<file path="config.mk">
export PLATFORM = sky130hd
export DESIGN_NAME = trc_decide
export DESIGN_NICKNAME = d
export VERILOG_FILES = /design/src/hw/rtl/trc_pkg.sv /design/src/hw/rtl/trc_decide.sv
export SDC_FILE = /design/constraint.sdc
export NUM_CORES = 1
export LEC_CHECK = 0
export ABC_AREA = 1
export BUFFER_PORTS_ARGS = -buffer_cell sky130_fd_sc_hd__buf_2
export CORE_AREA = 2 2 136 85
export DETAILED_ROUTE_END_ITERATION = 8
export DIE_AREA = 0 0 138 87
export GPL_TIMING_DRIVEN = 0
export PLACE_DENSITY = 0.66
export SLEW_MARGIN = 25
export SYNTH_ARGS = -nofsm -noshare
export SYNTH_HDL_FRONTEND = slang
export SYNTH_SLANG_ARGS = --single-unit
</file>
<file path="constraint.sdc">
create_clock -name clk -period 3.5 [get_ports clk]
set_clock_uncertainty 0.2 [all_clocks]
set_input_delay 0.875 -clock clk [delete_from_list [all_inputs] [get_ports clk]]
set_output_delay 0.875 -clock clk [all_outputs]
set_load 0.05 [all_outputs]
</file>
<file path="src/hw/rtl/trc_pkg.sv">
package trc_pkg;

  localparam int COORD_BITS = 16;
  localparam int FRAC_BITS  = 4;
  localparam int NUM_EDGES  = 3;
  localparam int NUM_COORDS = 8;

  localparam int DIFF_W = COORD_BITS + 1;
  localparam int PROD_W = 2 * DIFF_W;
  localparam int EDGE_W = PROD_W + 1;
  localparam int SUM_W  = EDGE_W + 2;

  localparam int IN_DATA_W  = ((NUM_COORDS * COORD_BITS + 7) / 8) * 8;
  localparam int OUT_DATA_W = 8;

  typedef enum logic {
    CFG_CULL_ENABLE = 1'b0,
    CFG_CCW_FRONT   = 1'b1
  } cfg_idx_t;

  typedef logic signed [COORD_BITS-1:0] coord_t;
  typedef logic signed [EDGE_W-1:0]     edge_val_t;

  typedef struct packed {
    logic tl_fwd;
    logic tl_rev;
  } edge_flags_t;

endpackage

</file>
<file path="src/hw/rtl/trc_decide.sv">
module trc_decide
  import trc_pkg::*;
(
  input  logic        clk,
  input  logic        adv,
  input  logic        cull_enable,
  input  logic        ccw_front,
  input  edge_val_t   e_val   [NUM_EDGES],
  input  edge_flags_t e_flags [NUM_EDGES],
  output logic        covered
);

  logic [NUM_EDGES-1:0]    inc_f, inc_b;
  logic                    front, back, hit;
  logic signed [SUM_W-1:0] total;
  logic                    covered_r, covered_nxt;

  always_comb begin
    for (int i = 0; i < NUM_EDGES; i++) begin
      inc_f[i] = (e_val[i] > 0) || (e_val[i] == 0 && e_flags[i].tl_fwd);
      inc_b[i] = (e_val[i] < 0) || (e_val[i] == 0 && e_flags[i].tl_rev);
    end
  end

  assign total  = SUM_W'(e_val[0]) + SUM_W'(e_val[1]) + SUM_W'(e_val[2]);
  assign front  = ccw_front ? (&inc_b) : (&inc_f);
  assign back   = ccw_front ? (&inc_f) : (&inc_b);
  assign hit    = cull_enable ? front : (front || back);
  assign covered_nxt = hit && (total != 0);

  always_ff @(posedge clk) begin
    if (adv) begin
      covered_r <= covered_nxt;
    end
  end

  assign covered = covered_r;

endmodule

</file>
==> metrics.yaml <==
cells_and_area:
  area_delta_synth_final_pct: 23.0
  layout.nets: 1029
  multi_input_area_mm2: 0.00357
  drive_above_1_share: 0.216
  largest_reg_flops: 1
  antennaDiodeCount: 0
  nFillCells: 1192
  seqCellArea_um2: 30.0
yosys:
  syn_area_mm2: 0.00402
  yosysSeqAreaShare: 0.00746
  synthXorXnorAreaFrac: 0.00435
  synth_top_family_by_area: "simple AND/OR/NAND/NOR gates"
  syn_nets: 904
  synth_mux_area_frac: 0
  ys_ff_latch: 1
  synth.distinct_cells: 28
  synth_compound_area_frac: 0.0752
  synth_cells: 718
  synthSimpleGateAreaFrac: 0.496
  synth_fa_ha_area_frac: 0.288
  yosys_warnings: 0
  synth_area_per_cell_um2: 5.60
worst_setup_path:
  crit_chain: "buf_6, fa_1, ha_2, inv_2, fa_2, nor3b_2, nand2_1, inv_1, nand2_1, nor2_1, nand2_1, nor2_1, nand2_1, nor2_1, nand2_1, nor2_2, nand3_2, nor2_4, nor2_2"
  criticalPathCategory: "input port to flip-flop"
  max_stage_delay_ns: 0.53
  worstPathRequired_ns: 3.04
  end_kind: "flip-flop"
  slowest_stage: "fa_1"
  critPathMaxFanout: 2
  worstPathArrival_ns: 3.49
  cpMostUsedCell: "nand2_1"
  cp-start-kind: "input port"
pwr:
  leakage_nw: 2.74
  power_mw: 1.45
  peakVddDrop_v: 0.000108
  power-per-cell-area_mw_per_mm2: 293
floorplanning:
  dieArea_mm2: 0.0120
  row_count: 30
  core_mm2: 0.0109
  start_util: 0.370
  io_pins: 116
  fp.dieH_um: 87
  die_w_um: 138
status:
  status: "finished, violations left"
  violations: "setup timing"
hold_path:
  hold_end: "covered$_DFFE_PP_"
  hold_class: "input port to flip-flop"
  hold_start: "adv"
  hold_depth: 1
sta:
  finalCritPeriodShare: 1.13
  slew_headroom: 0.654
  whs_ns: 0.874
  post-route-min-period_ns: 3.95
  slew_violations: 0
  worstMarginPinSlew_ns: 0.515
  grt_setup_unrepaired: "yes"
  layout_setup_ws_ns: -0.447
  setup_viol_count_final: 1
  final-hold-violation-count: 0
  fmax_mhz: 253
place:
  gp_congestion: 0.937
  port_buffers: 115
  hpwl_um: 12500
detailed_routing:
  ant_nets: 0
  vias_per_cell: 4.98
  routed_wl_um: 13800
  post_drt_wl_per_cell_um: 14.0
  top_layer: "met4"
  wl_met3_um: 1200
  num_vias: 4907
  wl_met2_um: 5030
  drc: 0
  met1_length_um: 7510
  firstDrtPassIters: 6
  drt_iter0_drc: 418
clock_tree:
  clk_pin_slew_worst_paths_ns: 0
grt:
  antenna_found_initial: 0
  grt_max_degree: 7
  overflow: 0
  grt_pass1_vias: 4407
  grt_pass1_wl_um: 21800
  track_usage: 0.223
run:
  cap_violations: 0
==> cells in the mapped netlist <==
library cell	instances	area [um^2]
ha_1	35	438
o21a_1	1	7.51
and2_1	1	6.26
nor3_1	6	30.0
and2_2	1	7.51
edfxtp_1	1	30.0
xor2_1	2	17.5
o21bai_1	2	15.0
nand4_1	16	100
fa_1	36	721
nor2_1	72	270
and2_0	2	12.5
nor3_2	3	30.0
nor4_1	23	144
a21o_1	3	22.5
nand3_1	48	240
or2_2	1	6.26
inv_1	138	518
nand3b_1	7	52.6
a21oi_1	35	175
o21ai_0	14	70.1
a31oi_1	1	6.26
nand3_2	5	50.1
nand2_2	14	87.6
o22ai_1	1	6.26
nor2_2	7	43.8
nand2_1	242	908
nor3b_1	1	7.51
==> worst max-delay path by stage <==
stage,to,cells after the start,slack (ns),from
6_report,covered$_DFFE_PP_,19,-0.45,e_val[1]
5_1_grt,covered$_DFFE_PP_,19,-0.58,e_val[1]
4_1_cts,covered$_DFFE_PP_,19,-0.49,e_val[71]
3_5_place_dp,covered$_DFFE_PP_,21,-0.62,e_val[1]
3_3_place_gp,covered$_DFFE_PP_,21,-0.62,e_val[1]
2_1_floorplan,covered$_DFFE_PP_,18,0.007,e_val[1]
==> timing repair <==
action,4_1_cts,5_1_grt
buffers inserted,5,3
endpoints found under the setup margin,1,1
gates resized for setup,8,22
pin swaps,16,14
hold buffers,0,0
==> power by group <==
part | total (mW) | switching (mW) | internal (mW) | leakage, nW
sequential | 0.0147 | 0.000153 | 0.0145 | 0.00957
combinational | 1.43 | 0.921 | 0.512 | 2.73
clock | 0 | 0 | 0 | 0
total | 1.45 | 0.921 | 0.527 | 2.74
==> cell type report <==
cell class | instances | share of cell area
multi-input cells | 579 | 0.721
repair buffers | 123 | 0.132
well taps | 144 | 0.0364
flip-flops and latches | 1 | 0.00607
inverters | 138 | 0.105
==> worst max-delay path, delay by kind of cell <==
family                     cells  cell delay (ns)
and+or+nand+nor               13             1.20
adders and majority gates      3             1.23
buffers and inverters          3             0.20
==> cell families (layout without fill, tap and decap cells) <==
| family | Yosys count | in the layout |
|---|---|---|
| buf+inv | 138 | 261 |
| fa+ha+maj | 71 | 71 |
| flops | 1 | 1 |
| simple gates | 449 | 449 |
| xor+xnor | 2 | 2 |
| compound gates | 57 | 57 |
==> metal layers <==
metal,global-route usage,vias to the layer above
met5,0,-
met4,0.00928,0
met3,0.0143,4
met2,0.315,190
met1,0.376,2183
li1,-,2530
==> metrics by stage <==
| step | cells | utilization | setup WS (ns) | cell area, um^2 | TNS (ns) |
|---|---|---|---|---|---|
| 2_1_floorplan | 718 | - | 0.00729 | 4030 | 0 |
| 3_3_place_gp | 977 | 0.440 | -0.624 | 4790 | -0.624 |
| 3_5_place_dp | 977 | 0.440 | -0.620 | 4790 | -0.620 |
| 4_1_cts | 982 | 0.446 | -0.490 | 4850 | -0.490 |
| 5_1_grt | 985 | 0.455 | -0.580 | 4950 | -0.580 |
| 6_report | 985 | 0.455 | -0.447 | 4950 | -0.447 |
==> placed cells by master (no fill, tap or decap), types with 2 or more instances in the layout <==
cell and count:
buf_6 3, nor3_2 2, a21o_1 3, a21oi_1 32, nand2_1 237, nor2_2 11, nor3_1 6, o21bai_1 2
ha_2 8, nand4_1 16, fa_1 35, buf_2 112, inv_2 2, nand3_2 8, buf_4 8, nand3b_1 7
xor2_1 2, ha_1 27, and2_0 2, nand2_2 19, nand3_1 45, nor4_1 23, nor2_1 67, o21ai_0 14
inv_1 136, a21oi_2 3
Note: power is estimated with default switching activity, not from simulation.
