$ cat config.mk
export PLATFORM = sky130hd
export DESIGN_NAME = trc_edge
export DESIGN_NICKNAME = d
export VERILOG_FILES = /design/src/hw/rtl/trc_pkg.sv /design/src/hw/rtl/trc_edge.sv
export SDC_FILE = /design/constraint.sdc
export NUM_CORES = 2
export LEC_CHECK = 0
export BUFFER_PORTS_ARGS = -buffer_cell sky130_fd_sc_hd__buf_4
export CAP_MARGIN = 20
export CORE_ASPECT_RATIO = 1.1
export CORE_MARGIN = 8
export CORE_UTILIZATION = 42
export DETAILED_ROUTE_END_ITERATION = 8
export GPL_TIMING_DRIVEN = 0
export SKIP_CTS_REPAIR_TIMING = 1
export SLEW_MARGIN = 20
export SYNTH_ARGS = -nofsm -noshare
export SYNTH_HDL_FRONTEND = slang
export SYNTH_SLANG_ARGS = --single-unit
$ cat constraint.sdc
create_clock -name clk -period 6.3 [get_ports clk]
set_input_delay 0.315 -clock clk [delete_from_list [all_inputs] [get_ports clk]]
set_output_delay 0.315 -clock clk [all_outputs]
set_load 0.02 [all_outputs]
$ cat src/hw/rtl/trc_pkg.sv
package trc_pkg;

  localparam int COORD_BITS = 16;
  localparam int FRAC_BITS  = 4;
  localparam int NUM_EDGES  = 3;
  localparam int NUM_COORDS = 8;

  localparam int DIFF_W = COORD_BITS + 1;
  localparam int PROD_W = 2 * DIFF_W;
  localparam int EDGE_W = PROD_W + 1;
  localparam int SUM_W  = EDGE_W + 2;

  localparam int IN_DATA_W  = ((NUM_COORDS * COORD_BITS + 7) / 8) * 8;
  localparam int OUT_DATA_W = 8;

  typedef enum logic {
    CFG_CULL_ENABLE = 1'b0,
    CFG_CCW_FRONT   = 1'b1
  } cfg_idx_t;

  typedef logic signed [COORD_BITS-1:0] coord_t;
  typedef logic signed [EDGE_W-1:0]     edge_val_t;

  typedef struct packed {
    logic tl_fwd;
    logic tl_rev;
  } edge_flags_t;

endpackage

$ cat src/hw/rtl/trc_edge.sv
module trc_edge
  import trc_pkg::*;
(
  input  logic        clk,
  input  logic        adv,
  input  coord_t      ux,
  input  coord_t      uy,
  input  coord_t      vx,
  input  coord_t      vy,
  input  coord_t      px,
  input  coord_t      py,
  output edge_val_t   e_val,
  output edge_flags_t e_flags
);

  logic signed [DIFF_W-1:0] dx_r, dy_r, dpx_r, dpy_r;
  logic signed [DIFF_W-1:0] dx_nxt, dy_nxt, dpx_nxt, dpy_nxt;
  logic signed [PROD_W-1:0] p1_r, p2_r, p1_nxt, p2_nxt;
  edge_flags_t              fl2_r, fl2_nxt, fl3_r;
  edge_val_t                e_r, e_nxt;

  // stage 1: differences
  assign dx_nxt  = DIFF_W'(vx) - DIFF_W'(ux);
  assign dy_nxt  = DIFF_W'(vy) - DIFF_W'(uy);
  assign dpx_nxt = DIFF_W'(px) - DIFF_W'(ux);
  assign dpy_nxt = DIFF_W'(py) - DIFF_W'(uy);

  // stage 2: products and fill-rule flags
  assign p1_nxt = PROD_W'(dpy_r) * PROD_W'(dx_r);
  assign p2_nxt = PROD_W'(dpx_r) * PROD_W'(dy_r);
  assign fl2_nxt.tl_fwd = (dy_r > 0) || (dy_r == 0 && dx_r < 0);
  assign fl2_nxt.tl_rev = (dy_r < 0) || (dy_r == 0 && dx_r > 0);

  // stage 3: edge function
  assign e_nxt = EDGE_W'(p1_r) - EDGE_W'(p2_r);

  always_ff @(posedge clk) begin
    if (adv) begin
      dx_r  <= dx_nxt;
      dy_r  <= dy_nxt;
      dpx_r <= dpx_nxt;
      dpy_r <= dpy_nxt;
      p1_r  <= p1_nxt;
      p2_r  <= p2_nxt;
      fl2_r <= fl2_nxt;
      e_r   <= e_nxt;
      fl3_r <= fl2_r;
    end
  end

  assign e_val   = e_r;
  assign e_flags = fl3_r;

endmodule

==> results_dict.tcl <==
set metrics [dict create \
    status "finished, violations left" \
    violations "negative setup slack" \
    rows 105 \
    cap_violations 0 \
    use_met2_pct 33.2 \
    drc 0 \
    clk_pin_slew_ns 0.08 \
    syn_nets 4169 \
    synthArstFlopShare_pct 0 \
    grt_first_pass_wirelength_mm 132 \
    synth_edf_count 175 \
    drv_slew 0 \
    crit_fanout 8 \
    routed_via_density 5.13 \
    setup_violations 2 \
    hold_class "input port to flop" \
    grt_max_degree 73 \
    core-area_mm2 0.0744 \
    tritoncts "done" \
    fin_util_pct 48.6 \
    endpoint_kind "flop" \
    netlist_instances 3206 \
    synthFlopType "edfxtp_1" \
    wl_mm 85.3 \
    gp_congestion 0.924 \
    ant_nets 0 \
    ys_warn_count 0 \
    dp_hpwl_mm 69.2 \
    synth_seq_cells 175 \
    r2r_cells 23 \
    reg2reg_slack_ns -0.03 \
    syn_to_final_growth_pct 15.1 \
    worstHoldStart "adv" \
    n_fill_cell 7009 \
    startpoint "dy_r[5]" \
    io_buffers 134 \
    startpoint_type "flop" \
    r2r_start "dy_r[5]" \
    cts.sinks 175 \
    drive_gt1_share_pct 13.7 \
    grt_pass1_vias 23676 \
    initialDrtViolationCount 1373 \
    cts_buffers 17 \
    first_pass_iters 5 \
    busiest_layer "met2" \
    cp.required_ns 6.54 \
    wl_per_cell_um 19.1 \
    grt_antenna_before_repair 4 \
    fin_ws_ns -0.0318 \
    dieArea_mm2 0.0839 \
    synth_area_mm2 0.0314 \
    critical_path_class "flop to flop" \
    cts_root_buffer "clkbuf_16" \
    ys_types 69 \
    grtUsageMet3_pct 4.18 \
    route.vias.total 22978 \
    hold_depth 1 \
    die_y_um 303 \
    use_met1_pct 27.1 \
    track_usage_pct 20.5 \
    seq_area_frac_synth_pct 16.7 \
    htreeDepth 4 \
    finalNetCount 4461 \
    overflow 0 \
    min_to "e_flags[0]" \
    skew_ns 0.0198 \
    critPathArrivalTime_ns 6.57 \
    min_period_ns 6.33 \
    worstSkewPairLatency_ns 0.48 \
    rr_endpoint "p2_r[31]" \
    relSlewSlack_pct 32.3 \
    initial_utilization_pct 42.3 \
    die_x_um 277 \
    hold_viol 0 \
    rsz0062_at_grt "true" \
    cts_buffer_depth 2 \
    timing.final.crit_share_pct 101 \
    worst_pin_slew_ns 1.01 \
    ios 135 \
    avgSynthCellArea_um2 9.81 \
    clock.fmax_ghz 0.158 \
]
[synthesized netlist by cell type, drive strengths merged (8+ instances only)]
cell type,instances,area (µm²)
inv,686,2570
fa,597,12000
nand2,314,1180
and2,296,1850
ha,268,3350
edfxtp,175,5260
nor2,140,526
xnor2,107,937
a21oi,103,519
clkbuf,82,309
o21ai,74,385
nor3,39,200
o21a,36,270
nand3,32,160
a21o,31,234
nor2b,25,156
xor2,22,193
nand2b,21,131
a21boi,11,82.6
a2111oi,10,114
nor4,10,62.6
or3,10,62.6
a211oi,9,67.6
and3,9,56.3
o31a,9,78.8
o211ai,8,70.1
o21bai,8,60.1
[state kept, by name, indices dropped and copies added (netlist names)]
name     cells
e_flags      2
dx_r        17
p2_r        34
p1_r        34
fl2_r        2
dpy_r       17
e_val       35
dy_r        17
dpx_r       17
[worst max-delay path by stage]
| stage | to | slack (ns) | cells after the start |
|---|---|---|---|
| floorplan | p2_r[31] | 0.10 | 24 |
| global placement | p2_r[31] | -1.10 | 24 |
| detailed placement | p2_r[31] | -1.12 | 24 |
| CTS | p2_r[31] | -1.15 | 24 |
| global route | p2_r[31] | -0.21 | 23 |
| finish | p2_r[31] | -0.03 | 23 |
[critical path, cell delays in order (launching register included)]
cell	delay, ns
edfxtp_1	0.58
buf_6	0.22
and2_4	0.13
fa_1	0.49
inv_2	0.04
fa_1	0.51
fa_1	0.43
fa_1	0.54
inv_2	0.04
fa_1	0.52
inv_2	0.04
fa_1	0.51
inv_2	0.05
ha_4	0.25
buf_6	0.09
a21o_1	0.12
nand2_1	0.06
o211a_4	0.25
and2_4	0.15
o31a_1	0.28
o21a_1	0.23
o21ai_4	0.22
nor4b_2	0.08
a211o_1	0.23
[through the flow]
step	TNS [ns]	cells	worst slack (ns)	cell area (µm²)	hold slack, ns
floorplan	0	3206	0.104	31400	0.400
global placement	-17.45	4303	-1.10	33600	0.404
detailed placement	-18.21	4306	-1.12	33700	0.412
CTS	-19.12	4338	-1.15	34400	0.190
global route	-0.919	4474	-0.212	36200	0.207
finish	-0.0432	4475	-0.0318	36200	0.215
[metal layers]
metal | up-vias | routed length [µm] | part of all wire [%]
li1 | 10570 | - | -
met1 | 11607 | 37100 | 43
met2 | 684 | 39800 | 47
met3 | 117 | 5500 | 6.4
met4 | 0 | 2920 | 3.4
met5 | - | 0 | 0
[placed cells by master (no fill, tap or decap), types with 8 or more instances in the layout]
master and instances:
inv_2 9, nand2_1 310, o21ai_0 56, a211oi_1 9, ha_4 15, o21bai_1 8
nor3_1 37, a21oi_2 11, o21a_1 35, nor2_1 139, nor4_1 9, nand2b_1 21
o21ai_1 13, and3_1 9, fa_2 11, clkbuf_4 10, nand3_1 28, or3_1 10
edfxtp_1 175, and2_1 293, clkbuf_2 21, o31a_1 9, inv_1 676, a21oi_1 90
nor2b_1 25, buf_2 10, ha_1 249, fa_1 586, a21o_1 30, xor2_1 22
buf_6 24, clkbuf_16 17, buf_4 280, xnor2_1 107
[final cells by class]
class | count | area, µm² | share of cell area (%)
diodes | 1 | 2.50 | 0.00692
clock buffers | 17 | 425 | 1.18
flip-flops and latches | 175 | 5260 | 14.5
repair buffers | 286 | 2260 | 6.26
well taps | 963 | 1200 | 3.33
plain buffers | 70 | 503 | 1.39
inverters | 686 | 2580 | 7.13
multi-input cells | 2262 | 23700 | 65.6
clock inverters | 15 | 211 | 0.585
[logic make-up after synthesis]
group,count (synthesis),share of synthesized area [%]
compound gates,345,7.22
xor+xnor,129,3.59
fa+ha+maj,865,48.7
buf+inv,769,9.20
flops,175,16.7
mux,1,0.0318
simple gates,922,14.6
Power is left out: the tool's default activity adds up to more than one toggle a clock period on the data nets, which glitch-free logic cannot reach.
